[config.mk]
export PLATFORM = sky130hd
export DESIGN_NAME = hid_report_modifier_sequencer_core
export DESIGN_NICKNAME = d
export VERILOG_FILES = /design/src/hdl/hrms_pkg.sv /design/src/hdl/hrms_front.sv /design/src/hdl/hrms_queue.sv /design/src/hdl/hrms_back.sv /design/src/hdl/hid_report_modifier_sequencer_core.sv
export SDC_FILE = /design/constraint.sdc
export NUM_CORES = 2
export LEC_CHECK = 0
export ABC_AREA = 1
export BUFFER_PORTS_ARGS = -buffer_cell sky130_fd_sc_hd__buf_4
export CORE_AREA = 2 2 348 385
export CTS_BUF_LIST = sky130_fd_sc_hd__clkbuf_8
export CTS_CLUSTER_SIZE = 14
export DETAILED_ROUTE_END_ITERATION = 8
export DIE_AREA = 0 0 350 387
export GPL_TIMING_DRIVEN = 0
export PLACE_DENSITY = 0.73
export SLEW_MARGIN = 20
export SYNTH_ARGS = -nofsm -noshare
export SYNTH_HDL_FRONTEND = slang
export SYNTH_SLANG_ARGS = --single-unit
[constraint.sdc]
create_clock -name i_clk -period 37.1 [get_ports i_clk]
set_clock_uncertainty 0.05 [all_clocks]
set_input_delay 1.855 -clock i_clk [delete_from_list [all_inputs] [get_ports i_clk]]
set_output_delay 1.855 -clock i_clk [all_outputs]
set_load 0.03 [all_outputs]
[src/hdl/hrms_pkg.sv]
// Shared types and constants for the keyboard report sequencer.
package hrms_pkg;

    localparam int MODS_W     = 8;
    localparam int KEY_LANE_W = 56;
    localparam int KEY_LANES  = 4;
    localparam int NUM_STEPS  = 4;

    // Default depth of the command queue between front and back end.
    localparam int QUEUE_DEPTH = 2;

    // Report steps, in the order they go out.
    localparam int STEP_CLEAR = 0;  // released keys cleared, old modifiers
    localparam int STEP_PRESS = 1;  // newly pressed modifiers added
    localparam int STEP_KEYS  = 2;  // desired keys with current modifiers
    localparam int STEP_FINAL = 3;  // desired keys with desired modifiers

    typedef logic [MODS_W-1:0]                     t_mods;
    typedef logic [KEY_LANES-1:0][KEY_LANE_W-1:0]  t_keys;
    typedef logic [NUM_STEPS-1:0]                  t_steps;

    // One classified word: everything the back end needs to build its reports.
    typedef struct packed {
        t_steps steps;
        t_mods  old_mods;
        t_mods  cur_mods;
        t_mods  want_mods;
        t_keys  cur_keys;
        t_keys  want_keys;
    } t_cmd;

endpackage

[src/hdl/hrms_front.sv]
// Front end: holds the last report sent and classifies each desired report.
module hrms_front (
    input  logic             i_clk,
    input  logic             i_rst_n,
    input  logic             i_accept,
    input  hrms_pkg::t_mods  i_mods,
    input  hrms_pkg::t_keys  i_keys,
    output hrms_pkg::t_cmd   o_cmd,
    output logic             o_cmd_valid
);

    hrms_pkg::t_mods r_sent_mods;
    hrms_pkg::t_keys r_sent_keys;

    hrms_pkg::t_mods pressed;
    hrms_pkg::t_mods released;
    hrms_pkg::t_keys gone;
    hrms_pkg::t_keys cur_keys;
    hrms_pkg::t_cmd  cmd;

    always_comb begin
        pressed  = (i_mods ^ r_sent_mods) & i_mods;
        released = (i_mods ^ r_sent_mods) & r_sent_mods;
        gone     = r_sent_keys & ~i_keys;
        // a modifier release drops released keys before anything else goes out
        cur_keys = (|released) ? (r_sent_keys & i_keys) : r_sent_keys;

        cmd.old_mods  = r_sent_mods;
        cmd.cur_mods  = (|pressed) ? (r_sent_mods | i_mods) : r_sent_mods;
        cmd.want_mods = i_mods;
        cmd.cur_keys  = cur_keys;
        cmd.want_keys = i_keys;
        cmd.steps[hrms_pkg::STEP_CLEAR] = (|released) && (|gone);
        cmd.steps[hrms_pkg::STEP_PRESS] = |pressed;
        cmd.steps[hrms_pkg::STEP_KEYS]  = (i_keys != cur_keys);
        cmd.steps[hrms_pkg::STEP_FINAL] = |released;
    end

    assign o_cmd       = cmd;
    assign o_cmd_valid = |cmd.steps;

    always_ff @(posedge i_clk) begin
        if (!i_rst_n) begin
            r_sent_mods <= '0;
            r_sent_keys <= '0;
        end else if (i_accept) begin
            r_sent_mods <= i_mods;
            r_sent_keys <= i_keys;
        end
    end

endmodule

[src/hdl/hrms_queue.sv]
// Short command queue between the front and back ends.
module hrms_queue #(
    parameter int DEPTH = hrms_pkg::QUEUE_DEPTH
) (
    input  logic            i_clk,
    input  logic            i_rst_n,
    input  logic            i_push,
    input  hrms_pkg::t_cmd  i_cmd,
    input  logic            i_pop,
    output hrms_pkg::t_cmd  o_cmd,
    output logic            o_valid,
    output logic            o_full
);

    localparam int PW = (DEPTH > 1) ? $clog2(DEPTH) : 1;
    localparam int CW = $clog2(DEPTH + 1);
    localparam logic [PW-1:0] LAST_PTR = PW'(DEPTH - 1);
    localparam logic [CW-1:0] FULL_CNT = CW'(DEPTH);

    hrms_pkg::t_cmd r_mem [DEPTH];
    logic [PW-1:0]  r_wr_ptr, n_wr_ptr;
    logic [PW-1:0]  r_rd_ptr, n_rd_ptr;
    logic [CW-1:0]  r_count,  n_count;

    logic do_push;
    logic do_pop;

    assign do_push = i_push && (r_count != FULL_CNT);
    assign do_pop  = i_pop && (r_count != '0);

    always_comb begin
        n_wr_ptr = r_wr_ptr;
        n_rd_ptr = r_rd_ptr;
        n_count  = r_count;
        if (do_push) begin
            n_wr_ptr = (r_wr_ptr == LAST_PTR) ? '0 : r_wr_ptr + PW'(1);
        end
        if (do_pop) begin
            n_rd_ptr = (r_rd_ptr == LAST_PTR) ? '0 : r_rd_ptr + PW'(1);
        end
        if (do_push && !do_pop) begin
            n_count = r_count + CW'(1);
        end else if (do_pop && !do_push) begin
            n_count = r_count - CW'(1);
        end
    end

    always_ff @(posedge i_clk) begin
        if (!i_rst_n) begin
            r_wr_ptr <= '0;
            r_rd_ptr <= '0;
            r_count  <= '0;
        end else begin
            r_wr_ptr <= n_wr_ptr;
            r_rd_ptr <= n_rd_ptr;
            r_count  <= n_count;
        end
    end

    always_ff @(posedge i_clk) begin
        if (do_push) begin
            r_mem[r_wr_ptr] <= i_cmd;
        end
    end

    assign o_cmd   = r_mem[r_rd_ptr];
    assign o_valid = (r_count != '0);
    assign o_full  = (r_count == FULL_CNT);

    a_count_bound: assert property (@(posedge i_clk) disable iff (!i_rst_n)
        r_count <= FULL_CNT)
        else $error("queue count beyond depth");

    a_no_lost_push: assert property (@(posedge i_clk) disable iff (!i_rst_n)
        i_push |-> !o_full)
        else $error("word pushed into a full queue");

endmodule

[src/hdl/hrms_back.sv]
// Back end: walks the pending steps of one word and sends one report a cycle while its output is free.
module hrms_back (
    input  logic             i_clk,
    input  logic             i_rst_n,
    input  hrms_pkg::t_cmd   i_cmd,
    input  logic             i_cmd_valid,
    output logic             o_cmd_pop,
    input  logic             i_pop,
    output logic             o_empty,
    output hrms_pkg::t_mods  o_mods,
    output hrms_pkg::t_keys  o_keys,
    output logic             o_last
);

    hrms_pkg::t_cmd   r_cmd,  n_cmd;
    hrms_pkg::t_steps r_pend, n_pend;

    logic             r_out_valid, n_out_valid;
    hrms_pkg::t_mods  r_out_mods,  n_out_mods;
    hrms_pkg::t_keys  r_out_keys,  n_out_keys;
    logic             r_out_last,  n_out_last;

    hrms_pkg::t_steps low_step;
    hrms_pkg::t_steps rest;
    hrms_pkg::t_mods  sel_mods;
    hrms_pkg::t_keys  sel_keys;
    logic             out_free;
    logic             emit;
    logic             load;

    always_comb begin
        low_step = r_pend & (~r_pend + hrms_pkg::t_steps'(1));
        rest     = r_pend & ~low_step;
        out_free = !r_out_valid || i_pop;
        emit     = (r_pend != '0) && out_free;
        load     = i_cmd_valid && ((r_pend == '0) || (emit && (rest == '0)));

        if (r_pend[hrms_pkg::STEP_CLEAR]) begin
            sel_mods = r_cmd.old_mods;
            sel_keys = r_cmd.cur_keys;
        end else if (r_pend[hrms_pkg::STEP_PRESS]) begin
            sel_mods = r_cmd.cur_mods;
            sel_keys = r_cmd.cur_keys;
        end else if (r_pend[hrms_pkg::STEP_KEYS]) begin
            sel_mods = r_cmd.cur_mods;
            sel_keys = r_cmd.want_keys;
        end else begin
            sel_mods = r_cmd.want_mods;
            sel_keys = r_cmd.want_keys;
        end

        n_cmd  = load ? i_cmd : r_cmd;
        n_pend = load ? i_cmd.steps : (emit ? rest : r_pend);

        n_out_valid = r_out_valid && !i_pop;
        n_out_mods  = r_out_mods;
        n_out_keys  = r_out_keys;
        n_out_last  = r_out_last;
        if (emit) begin
            n_out_valid = 1'b1;
            n_out_mods  = sel_mods;
            n_out_keys  = sel_keys;
            n_out_last  = (rest == '0);
        end
    end

    always_ff @(posedge i_clk) begin
        if (!i_rst_n) begin
            r_pend      <= '0;
            r_out_valid <= 1'b0;
        end else begin
            r_pend      <= n_pend;
            r_out_valid <= n_out_valid;
        end
    end

    always_ff @(posedge i_clk) begin
        r_cmd      <= n_cmd;
        r_out_mods <= n_out_mods;
        r_out_keys <= n_out_keys;
        r_out_last <= n_out_last;
    end

    assign o_cmd_pop = load;
    assign o_empty   = !r_out_valid;
    assign o_mods    = r_out_mods;
    assign o_keys    = r_out_keys;
    assign o_last    = r_out_last;

    a_stall_holds_steps: assert property (@(posedge i_clk) disable iff (!i_rst_n)
        (r_out_valid && !i_pop && (r_pend != '0)) |=> $stable(r_pend))
        else $error("pending steps advanced while the output word was stalled");

    a_load_has_steps: assert property (@(posedge i_clk) disable iff (!i_rst_n)
        load |=> (r_pend != '0))
        else $error("loaded a word with no reports to send");

    a_load_only_when_done: assert property (@(posedge i_clk) disable iff (!i_rst_n)
        (load && (r_pend != '0)) |-> (emit && (rest == '0)))
        else $error("new word loaded over unfinished steps");

endmodule

[src/hdl/hid_report_modifier_sequencer_core.sv]
// Top level of the keyboard report sequencer: front end, command queue, back end.
//
// Each desired keyboard report (modifier byte plus a 224-bit key bitmap) is compared
// with the last report sent and turns into zero to four reports, sent oldest first:
// released keys cleared under the old modifiers, newly pressed modifiers added, the
// new keys under the current modifiers, and the final modifiers. o_last_of_run marks
// the last report of a run; an input that changes nothing gives no report. An input
// word is taken in the cycle it arrives whenever the command queue (QUEUE_DEPTH words)
// has room; the front end updates its stored report at once, so words may follow
// each other every cycle. The back end sends one report per cycle through its output
// register while the output is empty or popped, and takes the next word as it sends
// the last report of a word, so runs follow with no gap. A word's first report goes
// through the queue, the back end's step register and the output register.
module hid_report_modifier_sequencer_core #(
    parameter int QUEUE_DEPTH = hrms_pkg::QUEUE_DEPTH
) (
    input  logic        i_clk,
    input  logic        i_rst_n,
    input  logic        push,
    output logic        full,
    input  logic [7:0]  i_new_mods,
    input  logic [55:0] i_new_keys_0,
    input  logic [55:0] i_new_keys_1,
    input  logic [55:0] i_new_keys_2,
    input  logic [55:0] i_new_keys_3,
    output logic        empty,
    input  logic        pop,
    output logic [7:0]  o_out_mods,
    output logic [55:0] o_out_keys_0,
    output logic [55:0] o_out_keys_1,
    output logic [55:0] o_out_keys_2,
    output logic [55:0] o_out_keys_3,
    output logic        o_last_of_run
);

    hrms_pkg::t_keys in_keys;
    hrms_pkg::t_keys out_keys;
    hrms_pkg::t_cmd  front_cmd;
    hrms_pkg::t_cmd  head_cmd;
    logic            front_valid;
    logic            head_valid;
    logic            head_pop;
    logic            q_full;
    logic            accept;

    assign in_keys = {i_new_keys_3, i_new_keys_2, i_new_keys_1, i_new_keys_0};
    assign accept  = push && !q_full;
    assign full    = q_full;

    hrms_front u_front (
        .i_clk       (i_clk),
        .i_rst_n     (i_rst_n),
        .i_accept    (accept),
        .i_mods      (i_new_mods),
        .i_keys      (in_keys),
        .o_cmd       (front_cmd),
        .o_cmd_valid (front_valid)
    );

    hrms_queue #(
        .DEPTH (QUEUE_DEPTH)
    ) u_queue (
        .i_clk   (i_clk),
        .i_rst_n (i_rst_n),
        .i_push  (accept && front_valid),
        .i_cmd   (front_cmd),
        .i_pop   (head_pop),
        .o_cmd   (head_cmd),
        .o_valid (head_valid),
        .o_full  (q_full)
    );

    hrms_back u_back (
        .i_clk       (i_clk),
        .i_rst_n     (i_rst_n),
        .i_cmd       (head_cmd),
        .i_cmd_valid (head_valid),
        .o_cmd_pop   (head_pop),
        .i_pop       (pop),
        .o_empty     (empty),
        .o_mods      (o_out_mods),
        .o_keys      (out_keys),
        .o_last      (o_last_of_run)
    );

    assign o_out_keys_0 = out_keys[0];
    assign o_out_keys_1 = out_keys[1];
    assign o_out_keys_2 = out_keys[2];
    assign o_out_keys_3 = out_keys[3];

endmodule
==> impl_metrics.env <==
export IMPL_synth_top_family_by_area="simple AND/OR/NAND/NOR gates"
export IMPL_cts_resized=0
export IMPL_ys_warn_count=0
export IMPL_cp_required_ns=37.74
export IMPL_fp_coreArea_mm2=0.132
export IMPL_r2r_slack_ns=32.70
export IMPL_postCtsHoldBufs=0
export IMPL_antenna_found_initial=37
export IMPL_vdd_drop_max_v=0.000114
export IMPL_num_rows=140
export IMPL_async_flop_share=0
export IMPL_post_cts_buffers=0
export IMPL_maxCapViolCount=0
export IMPL_synth_mux_area_frac=0
export IMPL_die_area_mm2=0.135
export IMPL_hold_slack_ns=0.418
export IMPL_area_growth_pct=17.3
export IMPL_synth_simple_area_share=0.143
export IMPL_path_class="primary input to flip-flop"
export IMPL_ys_seq_area_frac=0.760
export IMPL_h_tree_depth=5
export IMPL_synth_xor_area_share=0
export IMPL_reg2reg_from="u_back.r_pend[0]"
export IMPL_postRouteAntennaNets=0
export IMPL_synthAdderAreaFrac=0.000174
export IMPL_wire_per_inst_um=22.4
export IMPL_tightest_slew_ns=1.28
export IMPL_grt_max_degree=209
export IMPL_ys_flop_type="edfxtp_1"
export IMPL_synth_avg_cell_area_um2=11.8
export IMPL_cts_sinks=1899
export IMPL_critical_path_endpoint_type="flip-flop"
export IMPL_arrival_ns=5.54
export IMPL_die_height_um=387
export IMPL_min_from="u_queue.r_rd_ptr"
export IMPL_path_clk_slew_ns=0.07
export IMPL_finalSetupTns_ns=0
export IMPL_yosysTopAreaCell="edfxtp_1"
export IMPL_cts_tree="done"
export IMPL_grt_pass1_wl_mm=288
export IMPL_period_share=0.132
export IMPL_numPortBuffers=469
export IMPL_startpoint_type="primary input"
export IMPL_rsz0062_at_grt="false"
export IMPL_synth_compound_area_frac=0.0645
export IMPL_finalHoldViolations=0
export IMPL_gp_congestion=0.910
export IMPL_drive_gt1_frac=0.131
export IMPL_post_route_util=0.641
export IMPL_num_nets_final=7137
export IMPL_min_path_cells=1
export IMPL_placed_area_mm2=0.0787
export IMPL_viasPerCell=5.40
export IMPL_relSlewSlack=0.146
export IMPL_synth_area_leaders="edfxtp_1 69%, nand2_1 13%, dfxtp_1 6.7%"
export IMPL_drt_initial_drc_count=5440
export IMPL_synth_edf_count=1657
export IMPL_reg2reg_to="u_back.r_cmd[265]"
export IMPL_clkLatencyLatePin_ns=1.01
export IMPL_pin_count=471
export IMPL_leakage_nw=34.2
export IMPL_status="finished clean"
export IMPL_place_hpwl_mm=141
export IMPL_grt_pass1_vias=46803
export IMPL_cts_buffers=306
export IMPL_min_delay_path_class="flip-flop to flip-flop"
export IMPL_finalCriticalPeriod_ns=4.90
export IMPL_die_width_um=350
export IMPL_route_vias_total=48127
export IMPL_drt_drc_violations_left=0
export IMPL_first_pass_iters=6
export IMPL_finalWirelength_mm=200
export IMPL_ff2ff_path_depth=9
export IMPL_ys_ff_latch=1899
export IMPL_syn_area_mm2=0.0718
export IMPL_crit_fanout=26
export IMPL_synth_top_area_frac=0.693
export IMPL_dp_slack_ns=31.32
export IMPL_final_cell_mix="2472 x nand2_1, 1657 x edfxtp_1, 469 x buf_4, 426 x inv_1, 347 x o21ai_0"
export IMPL_initial_utilization=0.546
export IMPL_mostFrequentLayoutCell="nand2_1"
export IMPL_maxSlewViolCount=0
export IMPL_clockBufferDepth=4
export IMPL_power_density_mw_per_mm2=89.5
export IMPL_final_cell_area_mm2=0.0843
export IMPL_synth_cells=6080
export IMPL_cts_root_buf="clkbuf_8"
export IMPL_synth_nets=6317
export IMPL_setup_ws_ns=32.20
export IMPL_grt_ovfl_total=0
export IMPL_max_freq_mhz=204
export IMPL_setup_viol=0
export IMPL_synth_cell_type_count=28
export IMPL_grt_total_usage=0.292
## logic make-up after synthesis
| kind of cell | Yosys count |
|---|---|
| buf+inv | 604 |
| fa+ha+maj | 1 |
| compound gates | 853 |
| simple gates | 2723 |
| flops | 1899 |
## worst max path at each step
| stage | from | to | slack [ns] | cells past startpoint |
|---|---|---|---|---|
| after floorplan | i_new_mods[0] | u_queue.r_mem[0][0] | 13.34 | 8 |
| after global placement | i_new_mods[4] | u_queue.r_mem[0][79] | -0.16 | 9 |
| after detailed placement | push | u_queue.r_mem[0][74] | 31.32 | 13 |
| after CTS | push | u_queue.r_mem[0][61] | 32.39 | 13 |
| after global routing | i_new_keys_2[14] | u_queue.r_mem[0][61] | 32.18 | 19 |
| final | i_new_keys_2[14] | u_queue.r_mem[0][69] | 32.20 | 19 |
## Yosys cell counts, types with 8 or more instances
library cell / number
nand4_1: 11
buf_2: 24
nand2_1: 2472
dfxtp_1: 242
o31ai_1: 9
o21ai_1: 8
a21oi_1: 336
o22ai_1: 46
nor2_1: 225
inv_1: 342
o21ai_0: 347
buf_1: 23
a21boi_0: 97
edfxtp_1: 1657
clkbuf_1: 209
## sequential cells by signal, summed over array words and instances, names as in the netlist, named ones only
name	cells
u_queue.r_wr_ptr	1
u_queue.r_rd_ptr	1
u_front.r_sent_mods	8
u_queue.r_mem	952
u_queue.r_count	2
u_back.r_cmd	472
u_back.o_mods	8
u_back.o_last	1
u_back.r_pend	4
u_back.o_keys	224
u_back.r_out_valid	1
u_front.r_sent_keys	224
## per-layer routing
metal / share of wire / track usage / wire [um]
met4: 0.051 / 0.148 / 10100
met5: 0.00086 / 0 / 172
met2: 0.48 / 0.471 / 95800
met1: 0.37 / 0.373 / 73800
met3: 0.10 / 0.0667 / 20100
## critical path, cell delays in order
cell and delay, ns:
buf_4 0.12, inv_1 0.09, o21ai_0 0.80, nor2_1 0.24, nand2_1 0.13, nor2_1 0.08
nand2_1 0.06, nor2_1 0.06, nand2_1 0.07, nor2_1 0.05, nand3_1 0.16, nand2_1 0.13
nor2_4 0.43, buf_16 0.22, buf_16 0.19, buf_16 0.18, buf_16 0.18, buf_12 0.21
buf_12 0.21
## through the flow
step | power (mW) | instances
after floorplan | 5.01 | 6080
after global placement | 6.07 | 8324
after detailed placement | 5.89 | 8367
after CTS | 7.56 | 8892
after global routing | 7.89 | 8900
final | 7.54 | 8913
## cell type report
cell class	instances	area, um^2
plain buffers	256	1000
repair buffers	512	4580
diodes	21	52.6
clock inverters	202	1090
multi-input cells	3577	14900
well taps	1775	2220
flip-flops and latches	1899	54600
inverters	348	1340
clock buffers	323	4450
fillers	9801	47300
## where the power goes
part	total [mW]	internal [mW]	switching [mW]
registers	3.49	3.30	0.196
logic	2.38	0.604	1.78
clock network	1.67	0.871	0.801
total	7.54	4.77	2.77
No activity file was read; power rests on OpenSTA's default activity.
